$ cat config.mk
export PLATFORM = sky130hd
export DESIGN_NAME = aco_divider
export DESIGN_NICKNAME = d
export VERILOG_FILES = /design/src/rtl/aco_pkg.sv /design/src/rtl/aco_divider.sv
export SDC_FILE = /design/constraint.sdc
export NUM_CORES = 1
export LEC_CHECK = 0
export BUFFER_PORTS_ARGS = -buffer_cell sky130_fd_sc_hd__buf_2
export CAP_MARGIN = 5
export CORE_MARGIN = 1
export CORE_UTILIZATION = 35
export CTS_CLUSTER_SIZE = 10
export DETAILED_ROUTE_END_ITERATION = 10
export PLACE_DENSITY = 0.54
export REMOVE_ABC_BUFFERS = 1
export SYNTH_ARGS = -nofsm -noshare
export SYNTH_HDL_FRONTEND = slang
export SYNTH_SLANG_ARGS = --single-unit
$ cat constraint.sdc
create_clock -name clk -period 8.34 [get_ports clk]
set_clock_uncertainty 0.1 [all_clocks]
set_input_delay 0.834 -clock clk [delete_from_list [all_inputs] [get_ports clk]]
set_output_delay 0.834 -clock clk [all_outputs]
set_load 0.03 [all_outputs]
$ cat src/rtl/aco_pkg.sv
package aco_pkg;

  localparam int NodesDefault = 64;
  localparam int NodeW = 6;
  localparam int DataW = 32;
  localparam int CfgIdxW = 3;

  localparam logic [31:0] Sat32 = 32'hFFFF_FFFF;

  typedef enum logic [2:0] {
    OP_FILL   = 3'd0,
    OP_START  = 3'd1,
    OP_DEP    = 3'd2,
    OP_FINISH = 3'd3,
    OP_READ   = 3'd4
  } opcode_t;

  typedef enum logic [1:0] {
    MODE_BASIC  = 2'd0,
    MODE_ELITE  = 2'd1,
    MODE_MAXMIN = 2'd2
  } mode_t;

  typedef enum logic [2:0] {
    REG_MODE  = 3'd0,
    REG_KEEP  = 3'd1,
    REG_NUM   = 3'd2,
    REG_ELITE = 3'd3,
    REG_TMAX  = 3'd4,
    REG_TMIN  = 3'd5
  } reg_idx_t;

  typedef enum logic [3:0] {
    ST_IDLE,
    ST_SWEEP_RD,
    ST_SWEEP_MUL,
    ST_SWEEP_WR,
    ST_DIV,
    ST_ELITE,
    ST_DEP_RD,
    ST_DEP_WAIT,
    ST_DEP_WR,
    ST_READ_WAIT,
    ST_DONE
  } state_t;

  // Saturating 32-bit add.
  function automatic logic [31:0] sat_add(input logic [31:0] a, input logic [31:0] b);
    logic [32:0] s;
    s = {1'b0, a} + {1'b0, b};
    return s[32] ? Sat32 : s[31:0];
  endfunction

endpackage

$ cat src/rtl/aco_divider.sv
module aco_divider (
  input  logic        clk,
  input  logic        rst,
  input  logic        start,
  input  logic [31:0] numerator,
  input  logic [31:0] divisor,
  output logic        done,
  output logic [31:0] quotient
);

  // Restoring divider, two quotient bits per cycle over a 48-bit dividend.
  logic [47:0] dividend;
  logic [31:0] rem;
  logic [47:0] quo;
  logic [4:0]  count;
  logic        busy;
  logic [32:0] r1, r2;
  logic        q1, q2;

  always_comb begin
    r1 = {rem, dividend[47]};
    q1 = (r1 >= {1'b0, divisor});
    if (q1) begin
      r1 = r1 - {1'b0, divisor};
    end
    r2 = {r1[31:0], dividend[46]};
    q2 = (r2 >= {1'b0, divisor});
    if (q2) begin
      r2 = r2 - {1'b0, divisor};
    end
  end

  always_ff @(posedge clk) begin
    if (rst) begin
      busy <= 1'b0;
      done <= 1'b0;
    end else begin
      done <= 1'b0;
      if (start) begin
        busy <= 1'b1;
        count <= 5'd0;
        dividend <= {numerator, 16'h0};
        rem <= '0;
        quo <= '0;
      end else if (busy) begin
        // The partial remainder stays below the divisor, so 32 bits hold it.
        rem <= r2[31:0];
        dividend <= {dividend[45:0], 2'b00};
        quo <= {quo[45:0], q1, q2};
        count <= count + 5'd1;
        if (count == 5'd23) begin
          busy <= 1'b0;
          done <= 1'b1;
        end
      end
    end
  end

  // Saturate quotients above 32 bits.
  assign quotient = (quo[47:32] != '0) ? aco_pkg::Sat32 : quo[31:0];

endmodule

==> out/summary.txt <==
outcome: complete, but fails checks
failing checks: design-rule violations
Multi-input gate area: 5490 µm²
unrepaired setup endpoints after global routing: false
I/O Buffers: 99
Antenna Violating Nets Remaining: 0
post-CTS setup buffer count: 0
period utilisation layout: 81.4%
Cells after Synth: 981
P&R area growth vs syn: 15.1%
vias: 7861
DR vias/cell: 5.58
Final Critical Period: 6790 ps
hold_buf cts: 0
final hold violation count: 0
remaining routing DRC violations: 8
element type at the critical path start: input port
nets: 1196
CTS H-Tree Depth: 4
drt wl/cell: 18.5 µm
CTS Buf Count: 17
placed wire-length estimate after detailed placement: 19.1 mm
Critical Path Fanout Max: 20
Total GRT Usage: 19.2%
Post-CTS Resized: 0
initial antenna violation count: 1
worst min path class: flip-flop to flip-flop
Core ar.: 26200 µm²
slowest CP cell: a21oi_2
sequential cell area: 3550 µm²
Initial Util: 35.9%
clock sinks: 119
largest net degree at the start of global routing: 81
drt total wl: 26.0 mm
cell count after placement: 1378
final worst slack: 1550 ps
Finished Layout Cells: 1410
Buf/Inv on CP: 4
# setup viols final: 0
Post-synth EDFFs: 117
CP Class: input port to flip-flop
CTS Root Cell: clkbuf_16
number of fillers in the final layout: 2599
first-pass GRT wire length: 42.0 mm
clk buf depth: 2
Final Max Tran Viols: 0
Slew @ Worst Pin: 1220 ps
Final TNS setup: 0 ps
max cap viols: 0
post-synthesis async set-or-reset flop share: 0%
Yosys reg bits: 119
Initial DRC Count: 623
Vert. Die Dim: 166 µm
Top Family by Delay on Critical Path: compound AO/OA/AOI/OAI gates
Required @ worst endpoint: 8410 ps
Die Footprint: 27500 µm²
Avg Cell Area, Syn: 9.59 µm²
Crit. End Element: flip-flop
Pre-antenna DRT Iters: 8
CTS tree: yes
layout cells sized above 1: 23.2%
slowest cell delay on critical path: 490 ps
Placer Congestion: 0.863
fmax: 147 MHz
slew margin rel.: 18.8%
row count: 59
Ys Warns: 0
pre-CTS setup slack: 1280 ps
Worst-path clk slew: 60 ps
total congestion overflow: 0
Clk Latency, worst-skew pair: 420 ps
register area share after synthesis: 37.8%
die width: 166 µm
ys flop type: edfxtp_1
Top Ports: 100
worst-path cell chain: buf_2 -> inv_1 -> ha_1 -> and2_1 -> nor2_1 -> o21ai_0 -> a221o_1 -> a21oi_2 -> nand2_1 -> buf_4 -> mux2_2 -> ha_1 -> and3_1 -> nand4_1 -> nor3_1 -> o21ai_1 -> a31oi_1 -> o31ai_2 -> nand2_1 -> buf_4 -> nor2_1 -> a31o_1
Yosys cell types: 79
CP arrival: 6860 ps
synthesized cell area: 9410 µm²
number of global-route vias before repair: 7810
==> path summary, 6_finish.rpt <==
path	cells after the start	startpoint	slack, ps	end
worst max register to register	20	rem[21]$_SDFFCE_PP0P_	1720	rem[28]$_SDFFCE_PP0P_
worst max-delay path	22	divisor[22]	1550	rem[28]$_SDFFCE_PP0P_
worst min-delay path	1	busy$_SDFF_PP0_	390	done$_SDFF_PP0_
worst min register to register	1	busy$_SDFF_PP0_	390	done$_SDFF_PP0_
==> layout by cell type, fill, tap and decap left out, types with 9 or more instances in the layout <==
| master | instances |
|---|---|
| a211oi_1 | 13 |
| a21o_1 | 19 |
| a21oi_1 | 78 |
| and2_1 | 10 |
| and3_1 | 13 |
| buf_2 | 98 |
| clkbuf_16 | 17 |
| edfxtp_1 | 117 |
| ha_1 | 65 |
| inv_1 | 44 |
| mux2_2 | 52 |
| nand2_1 | 48 |
| nand3_1 | 47 |
| nand4_1 | 10 |
| nor2_1 | 55 |
| nor2b_1 | 59 |
| nor3_1 | 24 |
| o211ai_1 | 10 |
| o21a_1 | 9 |
| o21ai_0 | 47 |
| o21ai_1 | 14 |
| or2_2 | 38 |
| or3_1 | 10 |
| xnor2_1 | 29 |
| xor2_1 | 17 |
==> kinds of logic (layout without fill, tap and decap cells) <==
kind of cell | after synthesis | in the layout | synth area share [%]
other cells | 0 | 1 | 0
fa+ha+maj | 67 | 67 | 9.07
buf+inv | 88 | 181 | 3.99
xor+xnor | 46 | 46 | 4.28
mux | 54 | 54 | 6.44
compound gates | 261 | 261 | 18.4
simple gates | 346 | 346 | 20.1
flops | 119 | 119 | 37.8
==> cells in the mapped netlist, types with 13 or more instances <==
master    count  area share, %
nand2_1      48            1.9
or2_2        38            2.5
o21ai_0      47            2.5
clkbuf_1     22           0.88
inv_1        44            1.8
nor2b_1      59            3.9
nor3_1       24            1.3
a21o_1       19            1.5
edfxtp_1    117             37
a21oi_1      78            4.1
xor2_1       17            1.6
xnor2_1      29            2.7
nor2_1       56            2.2
nand3_1      47            2.5
mux2_2       52            6.2
and3_1       13           0.86
a211oi_1     13            1.0
o21ai_1      14           0.74
ha_1         65            8.6
buf_2        16           0.85
==> through the flow <==
stage                     hold WS, ps  area [µm²]  util, %
after CTS                         386       10800     41.3
after floorplan                   360        9200        -
final                             386       10800     41.3
after detailed placement          379       10200     38.8
after global placement            378       10200     38.8
after global routing              400       10800     41.3
==> worst reg2reg max path, stage by stage (launching register included) <==
cell      delay [ps]
edfxtp_1         400
ha_1             410
and2_1           230
nor2_1           190
o21ai_0          230
a221o_1          450
a21oi_2          490
nand2_1          390
buf_4            350
mux2_2           330
ha_1             430
and3_1           240
nand4_1          200
nor3_1           220
o21ai_1          120
a31oi_1          380
o31ai_2          120
nand2_1          340
buf_4            380
nor2_1           120
a31o_1           260
==> layer usage <==
| metal | part of all wire, % | global-route usage [%] | vias to the layer above |
|---|---|---|---|
| met4 | 2.3 | 6.87 | 0 |
| met2 | 44 | 30.3 | 207 |
| met3 | 5.0 | 3.31 | 39 |
| li1 | - | - | 3827 |
| met1 | 48 | 26.4 | 3788 |
| met5 | 0 | 0 | - |
==> flip-flops by register name, indices dropped and copies added, names as in the netlist <==
register,cells
busy,1
rem,32
count,5
quo,48
done,1
dividend,32
==> layout make-up <==
| cell class | instances | area share, % |
|---|---|---|
| clock inverters | 14 | 2.05 |
| repair buffers | 106 | 5.09 |
| flip-flops and latches | 119 | 32.8 |
| well taps | 335 | 3.87 |
| diodes | 1 | 0.0231 |
| multi-input cells | 774 | 50.7 |
| clock buffers | 17 | 3.93 |
| inverters | 44 | 1.53 |
Power is left out: the tool's default activity adds up to more than one toggle a clock period on the data nets, which glitch-free logic cannot reach.
